### src/fat_chain_manager_macros.svh
// assertion macros for the file allocation table chain manager
// used by the top level only; no other dependencies
`ifndef FAT_CHAIN_MANAGER_MACROS_SVH
`define FAT_CHAIN_MANAGER_MACROS_SVH

// same-cycle implication, checked out of reset
`define FAT_ASSERT_IMP(lbl, clk, rst, ante, cons, msg) \
   lbl: assert property (@(posedge clk) disable iff (rst) (ante) |-> (cons)) \
      else $error(msg);

// next-cycle implication, checked out of reset
`define FAT_ASSERT_NXT(lbl, clk, rst, ante, cons, msg) \
   lbl: assert property (@(posedge clk) disable iff (rst) (ante) |=> (cons)) \
      else $error(msg);

`endif

### src/fat_pkg.sv
// shared types and codes for the file allocation table chain manager
// no dependencies
package fat_pkg;

   // operation kinds
   localparam logic [1:0] KIND_LOOKUP       = 2'd0;
   localparam logic [1:0] KIND_LOOKUP_ALLOC = 2'd1;
   localparam logic [1:0] KIND_FREE         = 2'd2;
   localparam logic [1:0] KIND_CLEAR        = 2'd3;

   // result status codes
   localparam logic [1:0] ST_OK       = 2'd0;
   localparam logic [1:0] ST_NO_CHAIN = 2'd1;
   localparam logic [1:0] ST_NO_SPACE = 2'd2;

   // link entry tags
   localparam logic [1:0] TAG_FREE = 2'd0;
   localparam logic [1:0] TAG_END  = 2'd1;
   localparam logic [1:0] TAG_LINK = 2'd2;

   typedef struct packed {
      logic [1:0] kind;
      logic       has_chain;
      logic [7:0] chain_head;
      logic [7:0] chain_pos;
   } req_type;

   typedef struct packed {
      logic [1:0] status;
      logic [7:0] block;
      logic       head_valid;
      logic [7:0] new_head;
   } rsp_type;

   // finished operation handed from the sequencer to the output stage
   typedef struct packed {
      logic    valid;
      rsp_type rsp;
   } fin_type;

endpackage

### src/fat_ram.sv
// simple dual-port ram, one write and one registered read per cycle
// no dependencies
module fat_ram #(
   parameter int WIDTH = 10,
   parameter int DEPTH = 256
) (
   input  logic                     clock,
   input  logic                     wr_en,
   input  logic [$clog2(DEPTH)-1:0] wr_addr,
   input  logic [WIDTH-1:0]         wr_data,
   input  logic [$clog2(DEPTH)-1:0] rd_addr,
   output logic [WIDTH-1:0]         rd_data
);

   logic [WIDTH-1:0] mem [DEPTH];
   logic [WIDTH-1:0] rd_data_ff;

   // write port
   always_ff @(posedge clock) begin
      if (wr_en) begin
         mem[wr_addr] <= wr_data;
      end
   end

   // registered read port
   always_ff @(posedge clock) begin
      rd_data_ff <= mem[rd_addr];
   end

   assign rd_data = rd_data_ff;

endmodule

### src/fat_seq.sv
// sequencer for the chain manager: walks chains, scans for free blocks,
// frees chains and clears the table through one link table ram
// depends on fat_pkg and fat_ram
module fat_seq #(
   parameter int BLOCKS = 256
) (
   input  logic             clock,
   input  logic             reset,
   input  logic             req_valid,
   output logic             req_ready,
   input  fat_pkg::req_type req_payload,
   output fat_pkg::fin_type fin,
   input  logic             fin_take
);
   import fat_pkg::*;

   localparam int AW = $clog2(BLOCKS);
   localparam int EW = AW + 2;
   localparam int CW = AW + 1;

   localparam logic [3:0] S_CLEAR    = 4'd0;
   localparam logic [3:0] S_IDLE     = 4'd1;
   localparam logic [3:0] S_WALK_RD  = 4'd2;
   localparam logic [3:0] S_WALK_CHK = 4'd3;
   localparam logic [3:0] S_SCAN_RD  = 4'd4;
   localparam logic [3:0] S_SCAN_CHK = 4'd5;
   localparam logic [3:0] S_LINK     = 4'd6;
   localparam logic [3:0] S_FREE_RD  = 4'd7;
   localparam logic [3:0] S_FREE_CHK = 4'd8;
   localparam logic [3:0] S_FINISH   = 4'd9;

   logic [3:0]    state_ff, state_in;
   logic [CW-1:0] sp_ff, sp_in;
   logic          reply_ff, reply_in;
   logic [AW-1:0] cur_ff, cur_in;
   logic [7:0]    cnt_ff, cnt_in;
   logic          grow_ff, grow_in;
   logic          for_head_ff, for_head_in;
   logic [7:0]    head_ff, head_in;
   logic          hv_ff, hv_in;
   rsp_type       res_ff, res_in;

   logic          wr_en;
   logic [AW-1:0] wr_addr;
   logic [EW-1:0] wr_data;
   logic [AW-1:0] rd_addr;
   logic [EW-1:0] rd_data;
   logic [1:0]    rd_tag;
   logic [AW-1:0] rd_idx;
   logic          head_bad;

   fat_ram #(
      .WIDTH(EW),
      .DEPTH(BLOCKS)
   ) u_link_ram (
      .clock  (clock),
      .wr_en  (wr_en),
      .wr_addr(wr_addr),
      .wr_data(wr_data),
      .rd_addr(rd_addr),
      .rd_data(rd_data)
   );

   assign rd_tag    = rd_data[EW-1:AW];
   assign rd_idx    = rd_data[AW-1:0];
   assign req_ready = (state_ff == S_IDLE);
   assign head_bad  = req_payload.has_chain &&
                      (32'(req_payload.chain_head) >= 32'(BLOCKS));
   assign fin.valid = (state_ff == S_FINISH);
   assign fin.rsp   = res_ff;

   // next-state and table access logic
   always_comb begin
      state_in    = state_ff;
      sp_in       = sp_ff;
      reply_in    = reply_ff;
      cur_in      = cur_ff;
      cnt_in      = cnt_ff;
      grow_in     = grow_ff;
      for_head_in = for_head_ff;
      head_in     = head_ff;
      hv_in       = hv_ff;
      res_in      = res_ff;
      wr_en       = 1'b0;
      wr_addr     = cur_ff;
      wr_data     = '0;
      rd_addr     = cur_ff;

      case (state_ff)
         // clearing pass, one entry a cycle
         S_CLEAR: begin
            wr_en   = 1'b1;
            wr_addr = sp_ff[AW-1:0];
            wr_data = {TAG_FREE, {AW{1'b0}}};
            if (sp_ff == CW'(BLOCKS - 1)) begin
               sp_in    = '0;
               state_in = reply_ff ? S_FINISH : S_IDLE;
            end else begin
               sp_in = sp_ff + 1'b1;
            end
         end

         // take a new operation
         S_IDLE: begin
            if (req_valid) begin
               grow_in           = (req_payload.kind == KIND_LOOKUP_ALLOC);
               cnt_in            = req_payload.chain_pos;
               cur_in            = AW'(req_payload.chain_head);
               head_in           = req_payload.chain_head;
               hv_in             = req_payload.has_chain;
               for_head_in       = 1'b0;
               sp_in             = '0;
               reply_in          = 1'b0;
               res_in.status     = ST_OK;
               res_in.block      = 8'd0;
               res_in.head_valid = 1'b0;
               res_in.new_head   = 8'd0;
               if (req_payload.kind == KIND_CLEAR) begin
                  reply_in = 1'b1;
                  state_in = S_CLEAR;
               end else if (head_bad) begin
                  res_in.status     = ST_NO_CHAIN;
                  res_in.head_valid = 1'b1;
                  res_in.new_head   = req_payload.chain_head;
                  state_in          = S_FINISH;
               end else if (req_payload.kind == KIND_FREE) begin
                  state_in = req_payload.has_chain ? S_FREE_RD : S_FINISH;
               end else if (!req_payload.has_chain) begin
                  if (req_payload.kind == KIND_LOOKUP) begin
                     res_in.status = ST_NO_CHAIN;
                     state_in      = S_FINISH;
                  end else begin
                     for_head_in = 1'b1;
                     state_in    = S_SCAN_RD;
                  end
               end else begin
                  state_in = S_WALK_RD;
               end
            end
         end

         // walk one link, or finish at the wanted offset
         S_WALK_RD: begin
            if (cnt_ff == 8'd0) begin
               res_in.status     = ST_OK;
               res_in.block      = 8'(cur_ff);
               res_in.head_valid = 1'b1;
               res_in.new_head   = head_ff;
               state_in          = S_FINISH;
            end else begin
               rd_addr  = cur_ff;
               state_in = S_WALK_CHK;
            end
         end

         S_WALK_CHK: begin
            if (rd_tag == TAG_LINK) begin
               cur_in   = rd_idx;
               cnt_in   = cnt_ff - 8'd1;
               state_in = S_WALK_RD;
            end else if (!grow_ff) begin
               res_in.status     = ST_NO_CHAIN;
               res_in.head_valid = 1'b1;
               res_in.new_head   = head_ff;
               state_in          = S_FINISH;
            end else begin
               state_in = S_SCAN_RD;
            end
         end

         // start or restart the free block scan
         S_SCAN_RD: begin
            if (sp_ff == CW'(BLOCKS)) begin
               res_in.status     = ST_NO_SPACE;
               res_in.head_valid = hv_ff;
               res_in.new_head   = hv_ff ? head_ff : 8'd0;
               state_in          = S_FINISH;
            end else begin
               rd_addr  = sp_ff[AW-1:0];
               state_in = S_SCAN_CHK;
            end
         end

         // scan one entry a cycle, reading ahead while it is taken
         S_SCAN_CHK: begin
            if (rd_tag == TAG_FREE) begin
               wr_en   = 1'b1;
               wr_addr = sp_ff[AW-1:0];
               wr_data = {TAG_END, {AW{1'b0}}};
               if (for_head_ff) begin
                  head_in     = 8'(sp_ff);
                  hv_in       = 1'b1;
                  cur_in      = sp_ff[AW-1:0];
                  for_head_in = 1'b0;
                  sp_in       = sp_ff + 1'b1;
                  state_in    = S_WALK_RD;
               end else begin
                  state_in = S_LINK;
               end
            end else begin
               sp_in = sp_ff + 1'b1;
               if (sp_ff != CW'(BLOCKS - 1)) begin
                  rd_addr = AW'(sp_ff + 1'b1);
               end else begin
                  state_in = S_SCAN_RD;
               end
            end
         end

         // link the chain end to the block just taken
         S_LINK: begin
            wr_en    = 1'b1;
            wr_addr  = cur_ff;
            wr_data  = {TAG_LINK, sp_ff[AW-1:0]};
            cur_in   = sp_ff[AW-1:0];
            cnt_in   = cnt_ff - 8'd1;
            sp_in    = sp_ff + 1'b1;
            state_in = S_WALK_RD;
         end

         // free walk
         S_FREE_RD: begin
            rd_addr  = cur_ff;
            state_in = S_FREE_CHK;
         end

         S_FREE_CHK: begin
            if (rd_tag == TAG_FREE) begin
               state_in = S_FINISH;
            end else begin
               wr_en   = 1'b1;
               wr_addr = cur_ff;
               wr_data = {TAG_FREE, {AW{1'b0}}};
               if (rd_tag == TAG_LINK) begin
                  cur_in   = rd_idx;
                  state_in = S_FREE_RD;
               end else begin
                  state_in = S_FINISH;
               end
            end
         end

         // hand the result to the output stage
         S_FINISH: begin
            if (fin_take) begin
               state_in = S_IDLE;
            end
         end

         default: begin
            state_in = S_IDLE;
         end
      endcase
   end

   // control state
   always_ff @(posedge clock) begin
      if (reset) begin
         state_ff <= S_CLEAR;
         sp_ff    <= '0;
         reply_ff <= 1'b0;
      end else begin
         state_ff <= state_in;
         sp_ff    <= sp_in;
         reply_ff <= reply_in;
      end
   end

   // working registers
   always_ff @(posedge clock) begin
      cur_ff      <= cur_in;
      cnt_ff      <= cnt_in;
      grow_ff     <= grow_in;
      for_head_ff <= for_head_in;
      head_ff     <= head_in;
      hv_ff       <= hv_in;
      res_ff      <= res_in;
   end

endmodule

### src/fat_chain_manager.sv
// top level of the file allocation table chain manager: sequencer and
// result register; depends on fat_pkg, fat_seq and the assertion macros
`include "fat_chain_manager_macros.svh"

// Keeps one link entry per block (free, end of chain or next block) in a
// BLOCKS-deep ram and serves one operation at a time; req_ready is low while
// an operation runs. All timing is set by the one link ram: a lookup reads
// and checks each link that it walks; each block taken by an allocating
// lookup adds a scan of one entry per cycle from just past the last block
// taken in this operation (from block 0 for the first) up to and including
// the free block found, which is then linked to the chain end unless it is
// the new head of a chain that had none; freeing a chain reads and clears
// each block in turn and stops at the chain end or at a free entry; clearing
// the table writes every entry. After reset a clearing pass runs before the
// first request is taken. The result sits in an output register, so the
// next request can be taken while it waits.
module fat_chain_manager #(
   parameter int BLOCKS = 256
) (
   input  logic             clock,
   input  logic             reset,
   input  logic             req_valid,
   output logic             req_ready,
   input  fat_pkg::req_type req_payload,
   output logic             rsp_valid,
   input  logic             rsp_ready,
   output fat_pkg::rsp_type rsp_payload
);
   import fat_pkg::*;

   fin_type fin;
   logic    fin_take;
   logic    rsp_valid_ff, rsp_valid_in;
   rsp_type rsp_payload_ff, rsp_payload_in;
   logic    req_fire;
   logic    status_known;
   logic    headless;
   logic    fields_zero;

   fat_seq #(
      .BLOCKS(BLOCKS)
   ) u_seq (
      .clock      (clock),
      .reset      (reset),
      .req_valid  (req_valid),
      .req_ready  (req_ready),
      .req_payload(req_payload),
      .fin        (fin),
      .fin_take   (fin_take)
   );

   // output register, refilled when empty or when its transfer completes
   assign fin_take = fin.valid && (!rsp_valid_ff || rsp_ready);

   always_comb begin
      rsp_valid_in   = rsp_valid_ff;
      rsp_payload_in = rsp_payload_ff;
      if (fin_take) begin
         rsp_valid_in   = 1'b1;
         rsp_payload_in = fin.rsp;
      end else if (rsp_ready) begin
         rsp_valid_in = 1'b0;
      end
   end

   always_ff @(posedge clock) begin
      if (reset) begin
         rsp_valid_ff <= 1'b0;
      end else begin
         rsp_valid_ff <= rsp_valid_in;
      end
   end

   always_ff @(posedge clock) begin
      rsp_payload_ff <= rsp_payload_in;
   end

   assign rsp_valid   = rsp_valid_ff;
   assign rsp_payload = rsp_payload_ff;

   // terms for the checks
   assign req_fire     = req_valid && req_ready;
   assign status_known = (rsp_payload_ff.status == ST_OK) ||
                         (rsp_payload_ff.status == ST_NO_CHAIN) ||
                         (rsp_payload_ff.status == ST_NO_SPACE);
   assign headless     = rsp_valid_ff && !rsp_payload_ff.head_valid;
   assign fields_zero  = (rsp_payload_ff.block == 8'd0) && (rsp_payload_ff.new_head == 8'd0);

   // checks
   `FAT_ASSERT_NXT(a_busy_after_accept, clock, reset, req_fire, !req_ready, "ready after accept")
   `FAT_ASSERT_NXT(a_result_loaded, clock, reset, fin_take, rsp_valid_ff, "result not loaded")
   `FAT_ASSERT_IMP(a_status_code, clock, reset, rsp_valid_ff, status_known, "bad status")
   `FAT_ASSERT_IMP(a_no_head_no_block, clock, reset, headless, fields_zero, "block without head")

endmodule

### config.mk
export PLATFORM = sky130hd
export DESIGN_NAME = fat_chain_manager
export DESIGN_NICKNAME = d
export VERILOG_FILES = /design/src/fat_pkg.sv /design/src/fat_ram.sv /design/src/fat_seq.sv /design/src/fat_chain_manager.sv
export VERILOG_INCLUDE_DIRS = /design/src /design/src/src
export SDC_FILE = /design/constraint.sdc
export NUM_CORES = 2
export LEC_CHECK = 0
export ABC_CLOCK_PERIOD_IN_PS = 38600
export BUFFER_PORTS_ARGS = -buffer_cell sky130_fd_sc_hd__buf_2
export CAP_MARGIN = 20
export CORE_MARGIN = 4
export CORE_UTILIZATION = 35
export CTS_BUF_LIST = sky130_fd_sc_hd__clkbuf_16
export DETAILED_ROUTE_END_ITERATION = 7
export GPL_ROUTABILITY_DRIVEN = 0
export MAX_ROUTING_LAYER = met4
export PLACE_DENSITY_LB_ADDON = 0.05
export SYNTH_ARGS = -nofsm -noshare
export SYNTH_HDL_FRONTEND = slang
export SYNTH_HIERARCHICAL = 1
export SYNTH_SLANG_ARGS = --single-unit
export TNS_END_PERCENT = 100
### constraint.sdc
create_clock -name clock -period 38.6 [get_ports clock]
set_clock_uncertainty 0.05 [all_clocks]
set_input_delay 3.86 -clock clock [delete_from_list [all_inputs] [get_ports clock]]
set_output_delay 3.86 -clock clock [all_outputs]
set_load 0.005 [all_outputs]
==> Implementation_results.wiki <==
{| class="wikitable"
! Metric !! Value
|-
| Status || finished clean
|-
| Cell at the slowest stage of the critical path || buf_4
|-
| Detail-routed via count per cell || 5.47
|-
| Net count of the mapped netlist || 5,099
|-
| Commonest cells in the synthesized netlist || edfxtp_1, mux4_2, nor2_1
|-
| Vias in the first global route || 53,390
|-
| Largest net degree at the start of global routing || 189
|-
| Synthesized netlist cell count || 5,070
|-
| Capture point of the worst path || u_seq/u_link_ram/rd_data[6]
|-
| Clock buffer count from CTS || 303
|-
| Multiplexer area fraction after synthesis || 13.9%
|-
| Maximum fanout along the worst path || 78
|-
| CTS Hold Buffers Added || 0
|-
| Sequential element share of the synthesized area || 76.6%
|-
| Startpoint class of the critical path || flip-flop
|-
| Startpoint of the worst register-to-register path || u_seq/sp_ff[0]
|-
| Number of flip-flops and latches in the synthesized netlist || 2,650
|-
| Ratio of cells with drive above 1 in the final layout || 23.9%
|-
| Clock-pin slew of the registers on the worst-case setup and hold paths || 0.06 ns
|-
| Crit path buffers/inverters || 4
|-
| Final Non-Filler Cells || 9,601
|-
| Global-route congestion overflow total || 0
|-
| DRC marker count from the first detailed-route iteration || 5,499
|-
| Routed len/inst || 33.0 µm
|-
| Post-Synth Adder-Cell Area || 0.0725%
|-
| Post-synthesis compound-gate area fraction || 4.25%
|-
| Relative slew slack || 16.4%
|-
| Post-route setup TNS || 0 ns
|-
| Setup repair after global routing missed its margin || no
|-
| Data arrival time at the worst-slack endpoint || 9.02 ns
|-
| Cells along the critical path || ha_1, and3_1, and3_1, and3_1, ha_1, nor3_1, o22ai_1, nand2_4, buf_4, buf_12, buf_4, buf_4, mux4_2, a22oi_1, a21oi_1, nor3_1, o21a_1, nor3_2
|-
| Number of nets in the final layout || 5,468
|-
| Wire length of the first global-routing pass || 441,000 µm
|-
| Max Transition Viols Final || 0
|-
| Delay contributed by the slowest stage of the critical path || 0.83 ns
|-
| Portion of the clock cycle consumed by the worst path in the final layout || 21.6%
|-
| Maximum ir drop on the vdd rail || 35.2 µV
|-
| First-pass DRT Iterations || 5
|-
| Synthesized-area fraction occupied by xor and xnor cells || 0.0761%
|-
| Total global routing track utilization || 21.0%
|-
| Actual transition at the worst max-transition pin || 1.25 ns
|-
| Launch point of the critical path || u_seq/sp_ff[0]
|-
| Hold violation total from the final report || 0
|-
| Number of placed instances with taps included || 9,016
|-
| Crit. path cell count || 18
|-
| Sum of routed wire length over all layers || 317,000 µm
|-
| Achievable frequency || 120 MHz
|-
| Yosys warning total || 6
|-
| I/O pin cnt || 44
|-
| Post-detailed-route count of antenna-violating nets || 0
|-
| IO Port Bufs || 43
|-
| Synthesized area divided by synthesized cell count || 20.4 µm²
|-
| Drt drc || 0
|-
| EDFF count, synth || 2,625
|-
| Simple-gate portion of the synthesized area || 3.15%
|-
| Max capacitance violation total || 0
|-
| Crit path time final || 8.32 ns
|-
| Crit path max-delay family || buffers and inverters
|-
| Cell types with the largest area share after synthesis || edfxtp_1, mux4_2, mux2i_1
|-
| Clock H-tree levels || 5
|-
| Share of total power in the clock network || 46.0%
|-
| Proportion of power drawn by combinational gates || 0.4%
|-
| Switching power total || 1170 µW
|-
| Number of cells on the worst reg-to-reg path || 18
|-
| Asr flop ratio synth || 0%
|-
| Initial standard-cell utilization of the core || 35.2%
|-
| Area of the die || 305,000 µm²
|-
| Postcts setup bufs || 0
|-
| Clock tree from TritonCTS || built
|-
| Largest family of logic cells by synthesized area || multiplexers
|-
| Setup-violating endpoint count in the final report || 0
|-
| Post-cts gate resize count || 0
|-
| Area share of the largest cell type after synthesis || 76.1%
|-
| Vias after detailed routing || 52,562
|-
| Post-detailed-placement half-perimeter wirelength || 195,000 µm
|-
| Most repeated cell in the gate-level netlist after synthesis || edfxtp_1
|-
| Area added between synthesis and finish || 14.9%
|-
| Fraction of power spent switching nets || 20.2%
|-
| Kind of capture point of the worst setup path || flip-flop
|-
| Die height || 552 µm
|-
| Data required time at the worst endpoint || 39.30 ns
|-
| Portion of total power attributed to sequential cells || 53.5%
|-
| Total core area || 294,000 µm²
|-
| Critical path start-end classification || flip-flop to flip-flop
|-
| Count of distinct cell types in the synthesized netlist || 82
|-
| Initial antenna violation count || 20
|-
| Power per Cell Area || 48.9 nW/µm²
|-
| Top cell type by total area after synthesis || edfxtp_1
|-
| FF-to-FF setup slack || 30.28 ns
|-
| Buffer cell driving the clock tree root || clkbuf_16
|-
| Overall die width || 552 µm
|-
| Deepest clock path buffer count || 4
|-
| Filler cells || 26,259
|-
| Internal || 4650 µW
|-
| Critical register-to-register path endpoint || u_seq/u_link_ram/rd_data[6]
|-
| Total number of clock tree sinks || 2,650
|-
| Count of standard-cell rows || 199
|-
| Mapped cell area || 104,000 µm²
|-
| Skew-Pair Late Insertion Delay || 0.90 ns
|-
| Most common flop cell mapped by yosys || edfxtp_1
|-
| Static power due to leakage || 0.0379 µW
|-
| Class of the worst hold path || flip-flop to flip-flop
|}
[sequential cells by signal (all words and copies together) (netlist names)]
register / cells
u_seq/u_link_ram/mem: 2560
rsp_payload: 19
u_seq/fin: 19
u_seq/u_link_ram/rd_data: 10
u_seq/sp_ff: 9
u_seq/cnt_ff: 8
u_seq/cur_ff: 8
u_seq/head_ff: 8
u_seq/state_ff: 4
rsp_valid: 1
u_seq/for_head_ff: 1
u_seq/grow_ff: 1
u_seq/hv_ff: 1
u_seq/reply_ff: 1
[kinds of logic after synthesis]
family	after synthesis
adders and majority gates	6
AOI/OAI and AO/OA	623
DFF	2650
buffers and inverters	326
and+or+nand+nor	701
muxes	755
xor gates and xnor gates	9
[cell type report]
type	count	area (µm²)	area share (%)
Timing Repair Buffer	371	3010	2.53
Clock inverter	234	1460	1.23
Sequential cell	2650	79300	66.6
Inverter	19	86.3	0.0725
Clock buffer	307	7680	6.45
Antenna cell	7	17.5	0.0147
Tap cell	3919	4900	4.12
Multi-Input combinational cell	2094	22600	19.0
[placed cells by master, fill, tap and decap left out, types with 11 or more instances in the layout]
cell	count
clkbuf_16	307
bufinv_16	13
a31oi_1	14
and2_1	18
a22o_1	13
o32ai_1	11
mux2i_1	211
nand2b_1	20
o22ai_1	62
inv_1	86
nor2_2	34
buf_4	269
a211oi_1	13
nor3_1	48
nand4_1	12
o21ai_0	23
dfxtp_1	25
clkinv_2	34
buf_2	44
nand2_1	107
a21oi_1	135
buf_6	44
mux4_1	41
mux4_2	495
edfxtp_1	2625
nor2b_1	26
clkinv_1	92
nor2_1	284
nand3_1	43
nor4_1	25
a221oi_1	15
o221ai_1	40
a22oi_1	202
[how the worst min path moves through the flow]
stage / from / end / slack, ns / cells after the start
after detailed placement: u_seq/fin[1] / rsp_payload[1] / 0.35 / 0
final: u_seq/fin[10] / rsp_payload[10] / 0.36 / 0
after global routing: u_seq/fin[13] / rsp_payload[13] / 0.38 / 0
after floorplan: u_seq/fin[0] / rsp_payload[0] / 0.35 / 0
after CTS: u_seq/fin[5] / rsp_payload[5] / 0.36 / 0
after global placement: u_seq/fin[14] / rsp_payload[14] / 0.36 / 0
[per-stage QoR]
step / power (µW) / worst slack [ns] / util [%] / hold WS [ns] / instance area, µm²
6_report: 5830 / 30.28 / 40.5 / 0.363 / 119000
5_1_grt: 6030 / 29.54 / 40.4 / 0.377 / 119000
4_1_cts: 5900 / 29.98 / 40.3 / 0.361 / 119000
3_5_place_dp: 3210 / 30.02 / 37.2 / 0.355 / 110000
3_3_place_gp: 3210 / 29.59 / 37.0 / 0.358 / 109000
2_1_floorplan: 3190 / 26.10 / - / 0.350 / 104000
[power groups by stage]
stage / clock, µW / sequential, µW / combinational [µW]
2_1_floorplan: 0 / 3180 / 9.50
3_3_place_gp: 0 / 3180 / 26.1
3_5_place_dp: 0 / 3180 / 25.9
4_1_cts: 2760 / 3120 / 26.0
5_1_grt: 2880 / 3120 / 26.9
6_report: 2680 / 3120 / 25.9
[per-layer routing]
metal / track usage, % / vias up / share of wire, % / wire length (µm)
met5: - / - / 0 / 0
met4: 4.14 / 0 / 2.0 / 6460
met3: 2.95 / 365 / 5.2 / 16500
met2: 32.0 / 1552 / 46 / 147000
met1: 30.3 / 28675 / 46 / 147000
li1: - / 21970 / - / -
Power figures use the tool's default switching activity.
